<file path="src/rtl/utf8cc_pkg.sv">
// ----------------------------------------------------------------------------
// utf8cc_pkg
// Types, codes and helper functions shared by the UTF-8 classifier modules.
// ----------------------------------------------------------------------------
package utf8cc_pkg;

   localparam int MaxResults = 4;
   localparam int PendDepth  = 3;

   localparam logic [1:0] KIND_ASCII    = 2'd0;
   localparam logic [1:0] KIND_MULTI    = 2'd1;
   localparam logic [1:0] KIND_FALLBACK = 2'd2;

   localparam logic [2:0] NEED_INVALID = 3'd0;
   localparam logic [2:0] NEED_ASCII   = 3'd1;
   localparam logic [2:0] NEED_TWO     = 3'd2;
   localparam logic [2:0] NEED_THREE   = 3'd3;
   localparam logic [2:0] NEED_FOUR    = 3'd4;

   typedef struct packed {
      logic [7:0] text_byte;
      logic       end_of_string;
   } req_type;

   typedef struct packed {
      logic [20:0] code_point;
      logic [1:0]  char_kind;
      logic        beyond_bmp;
      logic        is_combining;
      logic        run_last;
   } rsp_type;

   typedef struct packed {
      logic [20:0] code_point;
      logic [1:0]  char_kind;
      logic        beyond_bmp;
      logic        is_combining;
   } res_type;

   typedef struct packed {
      res_type [MaxResults-1:0] res;
      logic [1:0]               last_idx;
   } bundle_type;

   typedef struct packed {
      logic       pend_we;
      logic [1:0] pend_idx;
      logic [7:0] pend_byte;
      logic [1:0] count;
      logic       seen;
   } upd_type;

   function automatic logic [2:0] lead_need(input logic [7:0] b);
      logic [2:0] n;
      begin
         if (b[7] == 1'b0) begin
            n = NEED_ASCII;
         end else if (b[7:5] == 3'b110) begin
            n = NEED_TWO;
         end else if (b[7:4] == 4'b1110) begin
            n = NEED_THREE;
         end else if (b[7:3] == 5'b11110) begin
            n = NEED_FOUR;
         end else begin
            n = NEED_INVALID;
         end
         return n;
      end
   endfunction

   function automatic logic in_comb_range(input logic [20:0] cp);
      return ((cp >= 21'h000300) && (cp <= 21'h00036F)) ||
             ((cp >= 21'h001DC0) && (cp <= 21'h001DFF)) ||
             ((cp >= 21'h0020D0) && (cp <= 21'h0020FF)) ||
             ((cp >= 21'h00FE20) && (cp <= 21'h00FE2F));
   endfunction

   function automatic res_type make_res(input logic [20:0] cp, input logic [1:0] kind,
                                        input logic seen);
      res_type r;
      begin
         r.code_point   = cp;
         r.char_kind    = kind;
         r.beyond_bmp   = |cp[20:16];
         r.is_combining = seen && in_comb_range(cp);
         return r;
      end
   endfunction

endpackage

</file>
<file path="src/rtl/utf8cc_decode.sv">
// ----------------------------------------------------------------------------
// utf8cc_decode
// Decodes one byte against the pending sequence: builds the result bundle
// and the next pending-byte and first-character state.
// ----------------------------------------------------------------------------
module utf8cc_decode
   import utf8cc_pkg::*;
(
   input  req_type               item,
   input  logic [PendDepth-1:0][7:0] pend,
   input  logic [1:0]            count,
   input  logic                  char_seen,
   output bundle_type            bundle,
   output logic [2:0]            nres,
   output upd_type               upd
);

   logic                  is_end;
   logic                  is_cont;
   logic [2:0]            byte_need;
   logic [2:0]            held_need;
   logic [2:0]            fb_count;
   logic                  tail_valid;
   logic [20:0]           tail_cp;
   logic [1:0]            tail_kind;
   logic [20:0]           multi_cp;
   logic [MaxResults-1:0][7:0] seq;

   always_comb begin
      is_end    = item.end_of_string || (item.text_byte == 8'h00);
      is_cont   = (item.text_byte[7:6] == 2'b10);
      byte_need = lead_need(item.text_byte);
      held_need = lead_need(pend[0]);

      case (held_need)
         NEED_TWO: begin
            multi_cp = {10'd0, pend[0][4:0], item.text_byte[5:0]};
         end
         NEED_THREE: begin
            multi_cp = {5'd0, pend[0][3:0], pend[1][5:0], item.text_byte[5:0]};
         end
         default: begin
            multi_cp = {pend[0][2:0], pend[1][5:0], pend[2][5:0], item.text_byte[5:0]};
         end
      endcase

      fb_count       = 3'd0;
      tail_valid     = 1'b0;
      tail_cp        = {13'd0, item.text_byte};
      tail_kind      = KIND_ASCII;
      upd.pend_we    = 1'b0;
      upd.pend_idx   = 2'd0;
      upd.pend_byte  = item.text_byte;
      upd.count      = count;

      if (is_end) begin
         fb_count  = {1'b0, count};
         upd.count = 2'd0;
      end else if ((count != 2'd0) && is_cont) begin
         if (({1'b0, count} + 3'd1) == held_need) begin
            tail_valid = 1'b1;
            tail_cp    = multi_cp;
            tail_kind  = KIND_MULTI;
            upd.count  = 2'd0;
         end else begin
            upd.pend_we  = 1'b1;
            upd.pend_idx = count;
            upd.count    = count + 2'd1;
         end
      end else begin
         fb_count  = {1'b0, count};
         upd.count = 2'd0;
         if (byte_need == NEED_ASCII) begin
            tail_valid = 1'b1;
            tail_kind  = KIND_ASCII;
         end else if (byte_need == NEED_INVALID) begin
            tail_valid = 1'b1;
            tail_kind  = KIND_FALLBACK;
         end else begin
            upd.pend_we  = 1'b1;
            upd.pend_idx = 2'd0;
            upd.count    = 2'd1;
         end
      end

      seq = {8'h00, pend};
      for (int k = 0; k < MaxResults; k++) begin
         if (3'(k) < fb_count) begin
            bundle.res[k] = make_res({13'd0, seq[k]}, KIND_FALLBACK, char_seen || (k != 0));
         end else begin
            bundle.res[k] = make_res(tail_cp, tail_kind, char_seen || (k != 0));
         end
      end

      nres            = fb_count + {2'b00, tail_valid};
      bundle.last_idx = 2'(nres - 3'd1);
      upd.seen        = is_end ? 1'b0 : (char_seen || (nres != 3'd0));
   end

endmodule

</file>
<file path="src/rtl/utf8cc_emit.sv">
// ----------------------------------------------------------------------------
// utf8cc_emit
// Result register: holds one item's result bundle and hands its entries out
// one transfer at a time.
// ----------------------------------------------------------------------------
module utf8cc_emit
   import utf8cc_pkg::*;
(
   input  logic       clock,
   input  logic       reset,
   input  logic       load,
   input  bundle_type bundle_in,
   output logic       free,
   output logic       rsp_valid,
   input  logic       rsp_stall,
   output rsp_type    rsp_item
);

   logic       valid_ff, valid_in;
   logic [1:0] idx_ff, idx_in;
   bundle_type bundle_ff, bundle_in_q;
   logic       is_last;
   logic       done;
   res_type    cur;

   always_comb begin
      is_last     = (idx_ff == bundle_ff.last_idx);
      done        = valid_ff && !rsp_stall && is_last;
      free        = !valid_ff || done;
      valid_in    = load ? 1'b1 : (done ? 1'b0 : valid_ff);
      bundle_in_q = load ? bundle_in : bundle_ff;
      if (load) begin
         idx_in = 2'd0;
      end else if (valid_ff && !rsp_stall) begin
         idx_in = idx_ff + 2'd1;
      end else begin
         idx_in = idx_ff;
      end
      cur                   = bundle_ff.res[idx_ff];
      rsp_valid             = valid_ff;
      rsp_item.code_point   = cur.code_point;
      rsp_item.char_kind    = cur.char_kind;
      rsp_item.beyond_bmp   = cur.beyond_bmp;
      rsp_item.is_combining = cur.is_combining;
      rsp_item.run_last     = is_last;
   end

   always_ff @(posedge clock) begin
      if (reset) begin
         valid_ff <= 1'b0;
         idx_ff   <= 2'd0;
      end else begin
         valid_ff <= valid_in;
         idx_ff   <= idx_in;
      end
      bundle_ff <= bundle_in_q;
   end

endmodule

</file>
<file path="src/rtl/utf8_codepoint_classifier.sv">
// ----------------------------------------------------------------------------
// utf8_codepoint_classifier
// Streaming UTF-8 decoder with single-byte fallback for broken sequences.
//
// req_ channel: one text byte (or end of string) per transfer. A zero byte
// also ends the string. rsp_ channel: one code point per transfer, with its
// kind, beyond-BMP and combining flags; run_last marks the last result of
// an input byte. A byte may yield no result (sequence still open) or up to
// four (pending bytes flushed as fallbacks plus the new byte).
// Each byte passes the input register, then the result register, before its
// first result is valid. One byte per cycle while each byte yields at most
// one result and rsp_stall is low; a byte with several results holds the
// result register until its last result transfers, and the next byte waits
// in the input register meanwhile.
// Reset clears the pending-sequence count, the first-character flag and any
// results not yet taken. While rsp_stall is high the current result holds,
// and one further byte waits in the input register before req_stall rises.
// ----------------------------------------------------------------------------
module utf8_codepoint_classifier
   import utf8cc_pkg::*;
(
   input  logic    clock,
   input  logic    reset,
   input  logic    req_valid,
   output logic    req_stall,
   input  req_type req_item,
   output logic    rsp_valid,
   input  logic    rsp_stall,
   output rsp_type rsp_item
);

   logic                      in_valid_ff, in_valid_in;
   req_type                   in_item_ff, in_item_in;
   logic [PendDepth-1:0][7:0] pend_ff;
   logic [1:0]                count_ff;
   logic                      seen_ff;
   logic                      req_accept;
   logic                      fire;
   logic                      emit_free;
   bundle_type                bundle;
   logic [2:0]                nres;
   upd_type                   upd;

   utf8cc_decode u_decode (
      .item      (in_item_ff),
      .pend      (pend_ff),
      .count     (count_ff),
      .char_seen (seen_ff),
      .bundle    (bundle),
      .nres      (nres),
      .upd       (upd)
   );

   utf8cc_emit u_emit (
      .clock     (clock),
      .reset     (reset),
      .load      (fire && (nres != 3'd0)),
      .bundle_in (bundle),
      .free      (emit_free),
      .rsp_valid (rsp_valid),
      .rsp_stall (rsp_stall),
      .rsp_item  (rsp_item)
   );

   always_comb begin
      fire        = in_valid_ff && emit_free;
      req_stall   = in_valid_ff && !emit_free;
      req_accept  = req_valid && !req_stall;
      in_valid_in = req_accept ? 1'b1 : (fire ? 1'b0 : in_valid_ff);
      in_item_in  = req_accept ? req_item : in_item_ff;
   end

   always_ff @(posedge clock) begin
      if (reset) begin
         in_valid_ff <= 1'b0;
         count_ff    <= 2'd0;
         seen_ff     <= 1'b0;
      end else begin
         in_valid_ff <= in_valid_in;
         if (fire) begin
            count_ff <= upd.count;
            seen_ff  <= upd.seen;
         end
      end
      in_item_ff <= in_item_in;
      if (fire && upd.pend_we) begin
         pend_ff[upd.pend_idx] <= upd.pend_byte;
      end
   end

   a_fallback_plain: assert property (@(posedge clock) disable iff (reset)
      (rsp_valid && (rsp_item.char_kind == KIND_FALLBACK)) |->
         (!rsp_item.beyond_bmp && !rsp_item.is_combining))
      else $error("fallback result carries a classification flag");

   a_ascii_range: assert property (@(posedge clock) disable iff (reset)
      (rsp_valid && (rsp_item.char_kind == KIND_ASCII)) |->
         (rsp_item.code_point[20:7] == 14'd0))
      else $error("ascii result above 0x7F");

   a_full_pending_lead: assert property (@(posedge clock) disable iff (reset)
      (count_ff == 2'd3) |-> (pend_ff[0][7:3] == 5'b11110))
      else $error("three pending bytes without a four-byte lead");

endmodule
</file>
<file path="config.mk">
export PLATFORM = sky130hd
export DESIGN_NAME = utf8_codepoint_classifier
export DESIGN_NICKNAME = d
export VERILOG_FILES = /design/src/rtl/utf8cc_pkg.sv /design/src/rtl/utf8cc_decode.sv /design/src/rtl/utf8cc_emit.sv /design/src/rtl/utf8_codepoint_classifier.sv
export SDC_FILE = /design/constraint.sdc
export NUM_CORES = 1
export LEC_CHECK = 0
export BUFFER_PORTS_ARGS = -buffer_cell sky130_fd_sc_hd__clkbuf_2
export CAP_MARGIN = 20
export CORE_MARGIN = 5
export CORE_UTILIZATION = 35
export CTS_CLUSTER_SIZE = 12
export DETAILED_ROUTE_END_ITERATION = 16
export GPL_ROUTABILITY_DRIVEN = 0
export SLEW_MARGIN = 10
export SYNTH_ARGS = -nofsm -noshare
export SYNTH_HDL_FRONTEND = slang
export SYNTH_SLANG_ARGS = --single-unit
</file>
<file path="constraint.sdc">
create_clock -name clock -period 26 [get_ports clock]
set_clock_uncertainty 0.2 [all_clocks]
set_input_delay 5.2 -clock clock [delete_from_list [all_inputs] [get_ports clock]]
set_output_delay 5.2 -clock clock [all_outputs]
set_load 0.05 [all_outputs]
</file>
==> impl_results.md, run 1 <==
* Min-delay src: in_valid_ff
* WL/cell at roughly 18 um
* R2R Path Start: count_ff[0]
* Relative slew slack at 36.35%
* Die Wd at 146.6 um
* DP Wirelength at a little under 9000 um
* Setup Fix Bufs, Post-CTS at 0
* Critical path's slowest cell: o31ai_1
* Setup CP Type: primary input to output port
* Outcome: finished, final reports clean
* Number of diodes at 0
* Post-synth EDFFs at 135
* CTS tree: yes
* Worst setup EP type: output port
* Post-Synthesis Cells at 452
* P_sw at around 110 uW
* Post-cts resize count at 0
* # Max-Cap Violations at 0
* First-pass GRT wire length at about 22,000 um
* Layout Cell Area excl Fill at 0.007556 mm^2
* Reg2Reg Setup Slack at 21.83 ns
* Clk pin slew, worst setup/hold paths at roughly 0.050 ns
* Sw frac at about a fifth
* FF+latch count, synth at ~140
* Startpoint type of the worst setup path: primary input
* Comb power frac at 4.6%
* Seq pwr share at 50.0%
* Final Hold Vio Count at 0
* Die height at ~150 um
* PwrDens at 68.81 mW/mm^2
* Crit path launch: rsp_stall
* Synth warnings at 0
* CTS Hold Buffers Added at 0
* Clock latency on the worst-skew pair at 0.42 ns
* Worst Max-Slew Pin Slew at 0.9548 ns
* Synth cell types at 64
* Pint at between 400 and 500 uW
* CP required at 20.60 ns
* Ys flop type: edfxtp_1
* H-tree levels at 4
* Synth Net Count at 470
* Number of global-route vias before repair at around 4,000
* Vias post-DR at 3,838
* Io pins at 41
* Lkg Pwr at roughly 0.0028 uW
* Final worst path period need at 11.56 ns
* # setup viols final at 0
* Clock power frac at a little under half
* Unrepaired setup endpoints after global routing: no
* Clock Path Buffers at 2
* Iteration count of the initial detailed-routing pass at 5
* NumNets Final at 511
* Clock sink count at roughly 140
* Area Growth Syn to Fin at 15.71%
* Fmax at between 0.08 and 0.09 GHz
* Row Count at 50
* Fin crit share at 44.47%
* DR DRC count at 0
* Seq/Total Area, Yosys at 64.23%
* CTS Root Cell: clkbuf_16
* Synth Cell Area at between 0.006 and 0.007 mm^2
* Final Routed Wirelength at 13,260 um
* Synth Area per Inst at approximately 14 um^2
* Core area at 0.01852 mm^2
* Hold Crit Class: flop to flop
* Reg2Reg Capture Point: u_emit.bundle_ff[54]
* Synth async-reset ratio at 0%
* Full die area at approximately 0.021 mm^2
* Final slew viol count at 0
* Worst vdd ir at 39.05 uV
* Critical path peak fanout at 3
* Area of placed instances at between 0.006 and 0.007 mm^2
* Initial antenna violation count at 0
* Remaining Overflow, GRT at 0
* Antenna viol nets, final at 0
* Total track usage at 12.94%
* Crit path cell chain: clkbuf_2 > o31ai_1 > inv_1 > nand2_1 > inv_1 > clkbuf_2
* WP data arrival at 6.16 ns
* Initial Utilization at 35.26%
* Total CTS buffers at 17
* Worst hold path depth at 2
* R2R depth at 13
* Number of port buffers at 40
* Share of layout cells above drive strength 1 at 25.89%
* Sum Neg Setup Slack at 0 ns
* Largest net degree at the start of global routing at 66
* First DRT Iteration DRCs at approximately 280
* Drt via density at just over 5
* Worst path max stage delay at 0.37 ns
* Min-Delay Endpoint: in_valid_ff
## power by group through the flow
| stage | registers [uW] | logic (uW) | clock network, uW |
|---|---|---|---|
| 2_1_floorplan | 264 | 18.9 | 0 |
| 3_3_place_gp | 265 | 23.1 | 0 |
| 3_5_place_dp | 265 | 23.6 | 0 |
| 4_1_cts | 261 | 23.7 | 242 |
| 5_1_grt | 260 | 26.5 | 253 |
| 6_report | 260 | 24.2 | 236 |
## worst max path at each step
stage / end / depth (start not counted)
6_report: req_stall / 6
3_3_place_gp: req_stall / 6
2_1_floorplan: u_emit.bundle_ff[0] / 3
5_1_grt: req_stall / 6
3_5_place_dp: req_stall / 6
4_1_cts: req_stall / 6
## routing by layer
layer  GRT usage (%)  wire (um)
met5               0          0
met4           3.951        119
met3           4.407        728
met2           20.30       6468
met1           17.06       5947
## synth_stat cells (2+ instances only)
| cell | number | area (um^2) |
|---|---|---|
| and2_1 | 4 | 25.02 |
| ha_1 | 5 | 62.56 |
| a21boi_0 | 3 | 22.52 |
| buf_4 | 3 | 22.52 |
| nand2_1 | 33 | 123.9 |
| nor2_1 | 46 | 172.7 |
| inv_1 | 20 | 75.07 |
| dfxtp_1 | 7 | 140.1 |
| nor3_1 | 11 | 55.05 |
| buf_1 | 2 | 7.510 |
| xor2_1 | 3 | 26.28 |
| buf_2 | 7 | 35.03 |
| edfxtp_1 | 135 | 4054 |
| and3_1 | 23 | 143.9 |
| nand3_1 | 5 | 25.02 |
| and4b_1 | 4 | 40.04 |
| o211ai_1 | 3 | 22.52 |
| nand3b_1 | 5 | 37.54 |
| buf_6 | 2 | 22.52 |
| mux2_2 | 14 | 157.7 |
| clkbuf_1 | 12 | 45.04 |
| o31ai_1 | 6 | 45.04 |
| mux4_2 | 25 | 563.0 |
| a31oi_1 | 2 | 12.51 |
| or4_1 | 2 | 15.01 |
| nand2_2 | 2 | 12.51 |
| nand2b_1 | 3 | 18.77 |
| nor2b_1 | 4 | 25.02 |
| a221o_1 | 2 | 20.02 |
| nand4_1 | 3 | 18.77 |
| o21ai_0 | 5 | 25.02 |
| nor4_1 | 5 | 31.28 |
| o22ai_1 | 3 | 18.77 |
| a21oi_1 | 13 | 65.06 |
## sequential cells by signal (all words and copies together), names as in the netlist
register and cells:
count_ff 2, u_emit.rsp_valid 1, in_valid_ff 1, seen_ff 1, u_emit.idx_ff 2, in_item_ff 9
pend_ff 24, u_emit.bundle_ff 102
## cells by family after synthesis
group,Yosys count,synth area share [%]
and+or+nand+nor,157,12.61
DFF,142,64.23
AOI/OAI and AO/OA,57,7.243
buffers and inverters,47,3.238
muxes,40,11.19
adders and majority gates,5,0.9580
xor gates and xnor gates,4,0.5366
## through the flow
| step | worst slack (ns) | util [%] | hold WS [ns] | power [uW] | std cells |
|---|---|---|---|---|---|
| finish | 14.44 | 40.80 | 0.3106 | 519.9 | 740 |
| floorplan | 14.46 | - | 0.2579 | 282.7 | 452 |
| global placement | 14.44 | 37.56 | 0.2960 | 288.0 | 707 |
| CTS | 14.43 | 40.70 | 0.3192 | 526.8 | 739 |
| detailed placement | 14.45 | 37.56 | 0.3095 | 289.0 | 707 |
| global route | 14.35 | 40.80 | 0.3412 | 539.9 | 740 |
## cells in the final DEF (no fill, tap or decap), types with 6 or more instances in the layout
| cell type | count |
|---|---|
| edfxtp_1 | 135 |
| nor2_1 | 46 |
| clkbuf_2 | 40 |
| nand2_1 | 33 |
| mux4_2 | 25 |
| and3_1 | 23 |
| inv_1 | 20 |
| clkbuf_16 | 17 |
| mux2_2 | 14 |
| a21oi_1 | 12 |
| nor3_1 | 11 |
| buf_4 | 7 |
| o31ai_1 | 6 |
| dfxtp_1 | 6 |
## area by class of cell
type | instances | area (um^2)
well taps | 234 | 292.8
flip-flops and latches | 142 | 4195
fillers | 1720 | 10960
inverters | 21 | 78.83
clock inverters | 13 | 147.6
clock buffers | 19 | 432.9
repair buffers | 48 | 272.8
multi-input cells | 263 | 2136
## critical path, delay by kind of cell
| family | cells | cell delay (ns) |
|---|---|---|
| and+or+nand+nor | 1 | 0.10 |
| buffers and inverters | 4 | 0.48 |
| AOI/OAI and AO/OA | 1 | 0.37 |
Power figures use the tool's default switching activity.
==> inputs of run 2 (changes only) <==
==> constraint.sdc (replaced) <==
create_clock -name clock -period 9.9 [get_ports clock]
set_clock_uncertainty 0.2 [all_clocks]
set_input_delay 1.98 -clock clock [delete_from_list [all_inputs] [get_ports clock]]
set_output_delay 1.98 -clock clock [all_outputs]
set_load 0.05 [all_outputs]
==> impl_results.md, run 2 (synthesis results as in run 1) <==
* R2R Path Start: count_ff[0]
* Total track usage at 13.17% (+0.22 points)
* Clk pin slew, worst setup/hold paths at 0.06 ns (about the same)
* Largest registers: u_emit.bundle_ff (102), pend_ff (24), in_item_ff (9)
* Setup Fix Bufs, Post-CTS at 0 (unchanged)
* Number of global-route vias before repair at 3,957 (+0.15%)
* Clock Path Buffers at 2 (unchanged)
* Area of placed instances at 0.006955 mm^2 (unchanged)
* Pint at 1088 uW (+160%)
* Io pins at 41 (unchanged)
* # setup viols final at 0 (unchanged)
* CTS Root Cell: clkbuf_16
* P_sw at 292.8 uW (+170%)
* Full die area at 0.02149 mm^2 (unchanged)
* NumNets Final at 511 (unchanged)
* Most common cell after layout, fill and taps aside: edfxtp_1
* Number of port buffers at 40 (unchanged)
* WL/cell at 18.14 um (+1.2%)
* Critical path peak fanout at 3 (unchanged)
* Initial antenna violation count at 0 (unchanged)
* Iteration count of the initial detailed-routing pass at 5 (unchanged)
* # Max-Cap Violations at 0 (unchanged)
* Sum Neg Setup Slack at 0 ns (unchanged)
* Hold slack at 0.2965 ns (-0.01408 ns)
* First-pass GRT wire length at 21,710 um (+0.71%)
* Die height at 146.6 um (unchanged)
* Min-delay src: seen_ff
* PwrDens at 182.3 mW/mm^2 (+160%)
* Initial Utilization at 35.26% (unchanged)
* Worst setup EP type: output port
* Crit path launch: rsp_stall
* DR DRC count at 0 (unchanged)
* Final slew viol count at 0 (unchanged)
* CTS Hold Buffers Added at 0 (unchanged)
* Comb power frac at 4.6% (about the same)
* Lkg Pwr at 0.002778 uW (about the same)
* Antenna viol nets, final at 0 (unchanged)
* Drt via density at 5.314 (+2.4%)
* Worst Max-Slew Pin Slew at 0.9938 ns (+0.03905 ns)
* Largest Register: u_emit.bundle_ff
* Fin crit share at 51.63%
* Vias post-DR at 3,932 (+2.4%)
* Hold Crit Class: flop to flop
* Fmax at 0.1956 GHz
* Remaining Overflow, GRT at 0 (unchanged)
* Final Hold Vio Count at 0 (unchanged)
* DP Worst Slack at 4.789 ns (-9.664 ns)
* Number of diodes at 0 (unchanged)
* Core area at 0.01852 mm^2 (unchanged)
* Outcome: finished, final reports clean
* Max FFs per register at 102 (unchanged)
* Share of layout cells above drive strength 1 at 26.48% (+0.59 points)
* Worst vdd ir at 107.4 uV (+180%)
* DP Wirelength at 9006 um (+3.2%)
* Startpoint type of the worst setup path: primary input
* H-tree levels at 4 (unchanged)
* Final Routed Wirelength at 13,430 um (+1.2%)
* Unrepaired setup endpoints after global routing: no
* Final worst path period need at 5.111 ns
* Relative slew slack at 33.74% (-2.6 points)
* Clock latency on the worst-skew pair at 0.42 ns (about the same)
* CP required at 7.72 ns (-12.88 ns)
* Seq pwr share at 49.4% (-0.6 points)
* Most frequent cells in the layout: edfxtp_1, nor2_1, clkbuf_2
* Total CTS buffers at 17 (unchanged)
* WP data arrival at 2.93 ns (-3.23 ns)
* Post-cts resize count at 0 (unchanged)
* Sw frac at 21.21% (+0.65 points)
* Row Count at 50 (unchanged)
* Setup CP Type: primary input to output port
* Clock power frac at 46.0% (+0.6 points)
* Area Growth Syn to Fin at 15.96%
* CTS tree: yes
* First DRT Iteration DRCs at 307 (+10%)
* Clock sink count at 142 (unchanged)
* Die Wd at 146.6 um (unchanged)
* Final worst slack at 4.789 ns (-9.648 ns)
* Largest net degree at the start of global routing at 74 (+12%)
* Layout Cell Area excl Fill at 0.007572 mm^2 (+0.22%)
## run 2: cell count changes in the layout (fill, tap and decap cells not counted)
cell and delta:
clkbuf_1 -1, clkinv_1 -2, clkinv_2 -1, clkinv_4 +1, clkinvlp_4 +2, inv_6 +1
## run 2: metrics by stage
stage          util (%)  total power (uW)  instances
2_1_floorplan         -             742.4        452
3_3_place_gp      37.56             756.7        707
3_5_place_dp      37.56             759.0        707
4_1_cts           40.78              1394        739
5_1_grt           40.89              1430        740
6_report          40.89              1381        740
## run 2: worst paths after layout
check	endpoint	slack [ns]	depth (start not counted)
max	req_stall	4.79	6
min	seen_ff	0.30	2
max reg2reg	u_emit.bundle_ff[22]	5.68	13
min reg2reg	seen_ff	0.30	2
## run 2: worst max-delay path, stage by stage
cell and delay, ns:
clkbuf_2 0.09, o31ai_1 0.36, inv_1 0.10, nand2_1 0.11, inv_1 0.06, clkbuf_2 0.23
## run 2: power by group through the flow
stage | sequential [uW] | combinational [uW] | clock [uW]
after floorplan | 693 | 49.7 | 0
after global routing | 684 | 68.8 | 677
after global placement | 696 | 60.6 | 0
after CTS | 685 | 62.0 | 648
final | 682 | 63.2 | 635
after detailed placement | 697 | 61.8 | 0
## run 2: layout make-up
cell class	instances	area, um^2
clock buffers	18	429.2
multi-input cells	263	2136
clock inverters	14	167.7
well taps	234	292.8
repair buffers	48	272.8
flip-flops and latches	142	4195
fillers	1712	10950
inverters	21	78.83
## run 2: routing by layer
layer	part of all wire (%)	vias up	global-route usage (%)
met4	2.0	0	5.268
met1	44	1952	17.24
li1	-	1836	-
met2	48	125	20.53
met3	5.5	19	4.004
met5	0	-	0
==> inputs of run 3 (changes only) <==
--- a/config.mk
+++ b/config.mk
@@ -5,6 +5,7 @@
 export SDC_FILE = /design/constraint.sdc
 export NUM_CORES = 1
 export LEC_CHECK = 0
+export ABC_AREA = 1
 export BUFFER_PORTS_ARGS = -buffer_cell sky130_fd_sc_hd__clkbuf_2
 export CAP_MARGIN = 20
 export CORE_MARGIN = 5
==> constraint.sdc (replaced) <==
create_clock -name clock -period 5.2 [get_ports clock]
set_clock_uncertainty 0.2 [all_clocks]
set_input_delay 1.04 -clock clock [delete_from_list [all_inputs] [get_ports clock]]
set_output_delay 1.04 -clock clock [all_outputs]
set_load 0.05 [all_outputs]
==> impl_results.md, run 3 <==
* Startpoint type of the worst setup path: flop
* Post-synth EDFFs at 135 (unchanged)
* Hold slack at 0.3139 ns (+0.01738 ns)
* Ys flop type: edfxtp_1
* Worst path max stage delay at 0.41 ns (+0.05 ns)
* Setup Fix Bufs, Post-CTS at 0 (unchanged)
* Final Hold Vio Count at 0 (unchanged)
* Sequential Area at 0.004194 mm^2 (about the same)
* WP data arrival at 3.60 ns (+0.67 ns)
* Share of the synthesized area in the top cell type at 59.42% (-2.7 points)
* Synth cell types at 37 (-42%)
* # setup viols final at 0 (unchanged)
* Synth warnings at 0 (unchanged)
* Initial antenna violation count at 0 (unchanged)
* Worst setup EP type: flop
* Final Routed Wirelength at 15,160 um (+13%)
* Fin crit share at between 70 and 80%
* Largest Register: u_emit.bundle_ff
* Largest net degree at the start of global routing at 106 (+43%)
* Global Route met2 Usage at 23.53% (+3.0 points)
* Iteration count of the initial detailed-routing pass at 5 (unchanged)
* Number of port buffers at 40 (unchanged)
* Die Wd at 149.6 um (+2.1%)
* Vias post-DR at 4,771 (+21%)
* Count leader, synth: edfxtp_1
* FF+latch count, synth at 142 (unchanged)
* Synth Area per Inst at 10.23 um^2 (-29%)
* Io pins at 41 (unchanged)
* Number of diodes at 0 (unchanged)
* CTS Root Cell: clkbuf_16
* # Max-Cap Violations at 0 (unchanged)
* Share of layout cells above drive strength 1 at 18.55% (-7.9 points)
* Sum Neg Setup Slack at 0 ns (unchanged)
* Final slew viol count at 0 (unchanged)
* Worst vdd ir at 224.0 uV (+110%)
* Area Growth Syn to Fin at 16.17%
* DR DRC count at 0 (unchanged)
* Outcome: finished, final reports clean
* Post-cts resize count at 0 (unchanged)
* Synth Net Count at 685 (+46%)
* Post-Synthesis Cells at 667 (+48%)
* Fmax at 0.2669 GHz
* Final worst path period need at 3.747 ns
* Max FFs per register at 102 (unchanged)
* H-tree levels at 4 (unchanged)
* Total CTS buffers at 17 (unchanged)
* Yosys top cell by area: edfxtp_1
* WL/cell at 15.44 um (-15%)
* Synth async-reset ratio at 0% (unchanged)
* Drt via density at 4.858 (-8.6%)
* Unrepaired setup endpoints after global routing: no
* Number of global-route vias before repair at 4,756 (+20%)
* Remaining Overflow, GRT at 0 (unchanged)
* Most frequent cells in the layout: edfxtp_1, nor2_1, inv_1
* First DRT Iteration DRCs at 458 (+49%)
* Clk pin slew, worst setup/hold paths at 0.06 ns (about the same)
* Lkg Pwr at 0.003139 uW (+13%)
* Critical path peak fanout at 105 (+102)
* First-pass GRT wire length at 25,160 um (+16%)
* Seq/Total Area, Yosys at 61.47% (-2.8 points)
* CP required at 5.05 ns (-2.67 ns)
* Gr busiest metal: met2
* Crit path max-delay family: simple AND/OR/NAND/NOR gates
* CTS Hold Buffers Added at 0 (unchanged)
* Critical path buffer and inverter count at 4 (unchanged)
* M3 GR Usage at 3.664% (-0.34 points)
* Die height at 149.6 um (+2.1%)
* Full die area at 0.02239 mm^2 (+4.2%)
* Final worst slack at 1.453 ns (-3.335 ns)
* Clock Path Buffers at 2 (unchanged)
* NumNets Final at 722 (+41%)
* Synth Cell Area at 0.006823 mm^2 (+4.5%)
* CTS tree: yes
* PwrDens at 348.4 mW/mm^2 (+91%)
* Multi-input logic area at 0.002150 mm^2 (+0.64%)
* Crit path cell chain: inv_1 > nand4_1 > nand3_1 > nand2_2 > nor2_8 > nor2_1 > a21oi_1 > inv_1 > nor2_1 > ha_1 > ha_1 > inv_1 > ha_1 > a21oi_4 > buf_12
* Largest registers: u_emit.bundle_ff (102), pend_ff (24), in_item_ff (9)
* Initial Utilization at 35.29% (about the same)
* Synth top area cells: edfxtp_1, nor2_1, o21ai_0
* Grt met1 use at 18.55% (+1.3 points)
* Worst Max-Slew Pin Slew at 0.8654 ns (-0.1284 ns)
* Critical path's slowest cell: edfxtp_1
* DP Wirelength at 10,340 um (+15%)
* Antenna viol nets, final at 0 (unchanged)
* Setup CP Type: flop to flop
* Core area at 0.01933 mm^2 (+4.4%)
* Relative slew slack at 42.24% (+8.5 points)
* DP Worst Slack at 1.521 ns (-3.268 ns)
* Row Count at 51 (+2.0%)
* Clock latency on the worst-skew pair at 0.42 ns (about the same)
* Clock sink count at 142 (unchanged)
* Hold Crit Class: flop to flop
* Most common cell after layout, fill and taps aside: edfxtp_1
* Filler cell count at 1,840 (+7.5%)
* Total track usage at 14.59% (+1.4 points)
* Post-synth top cells: edfxtp_1, nor2_1, inv_1
## run 3: cell count changes after synthesis, sizes merged, moves of 14 or more
cell and change:
mux2 -14, nand2 +45, mux4 -25, o21ai +64, and3 -23, nand3 +23, o22ai +26, nor2 +80
inv +71, nor3 +14
## run 3: kinds of logic after synthesis
logic type	after synthesis	share of synthesized area [%]
xor gates and xnor gates	2	0.2568
buffers and inverters	121	7.189
adders and majority gates	5	0.9169
AOI/OAI and AO/OA	121	10.07
DFF	142	61.47
and+or+nand+nor	276	20.10
## run 3: worst paths after layout
check         startpoint  slack, ns  cells after the start                   end
max           pend_ff[4]       1.45                     15  u_emit.bundle_ff[49]
min          count_ff[0]       0.31                      2           count_ff[0]
max reg2reg   pend_ff[4]       1.45                     15  u_emit.bundle_ff[49]
min reg2reg  count_ff[0]       0.31                      2           count_ff[0]
## run 3: worst reg2reg max path: stages (launching register included)
cell and delay [ns]:
edfxtp_1 0.41, inv_1 0.10, nand4_1 0.34, nand3_1 0.21, nand2_2 0.11, nor2_8 0.36
nor2_1 0.13, a21oi_1 0.16, inv_1 0.09, nor2_1 0.11, ha_1 0.16, ha_1 0.12
inv_1 0.04, ha_1 0.20, a21oi_4 0.15, buf_12 0.38
## run 3: cell type report
| cell class | instances | share of cell area, % |
|---|---|---|
| clock buffers | 17 | 5.367 |
| clock inverters | 15 | 2.762 |
| inverters | 93 | 4.404 |
| multi-input cells | 404 | 27.12 |
| flip-flops and latches | 142 | 52.91 |
| well taps | 265 | 4.183 |
| repair buffers | 46 | 3.252 |
## run 3: routing by layer
metal / wire length [um] / share of wire [%]
met3: 791 / 5.2
met4: 452 / 3.0
met5: 0 / 0
met2: 7333 / 48
met1: 6583 / 43
## run 3: where the power goes
part | leakage (uW) | internal (uW) | switching (uW)
logic | 0.00159 | 33.8 | 114
registers | 0.00124 | 1290 | 17.3
clock network | 0.000309 | 849 | 458
total | 0.00314 | 2170 | 590
## run 3: stage by stage
step | power, uW | cell area, um^2 | utilization (%) | cells
after floorplan | 1436 | 6834 | - | 667
after global placement | 1480 | 7282 | 37.66 | 950
after detailed placement | 1481 | 7282 | 37.66 | 950
after CTS | 2794 | 7926 | 41.00 | 982
after global routing | 2865 | 7926 | 41.00 | 982
final | 2762 | 7926 | 41.00 | 982
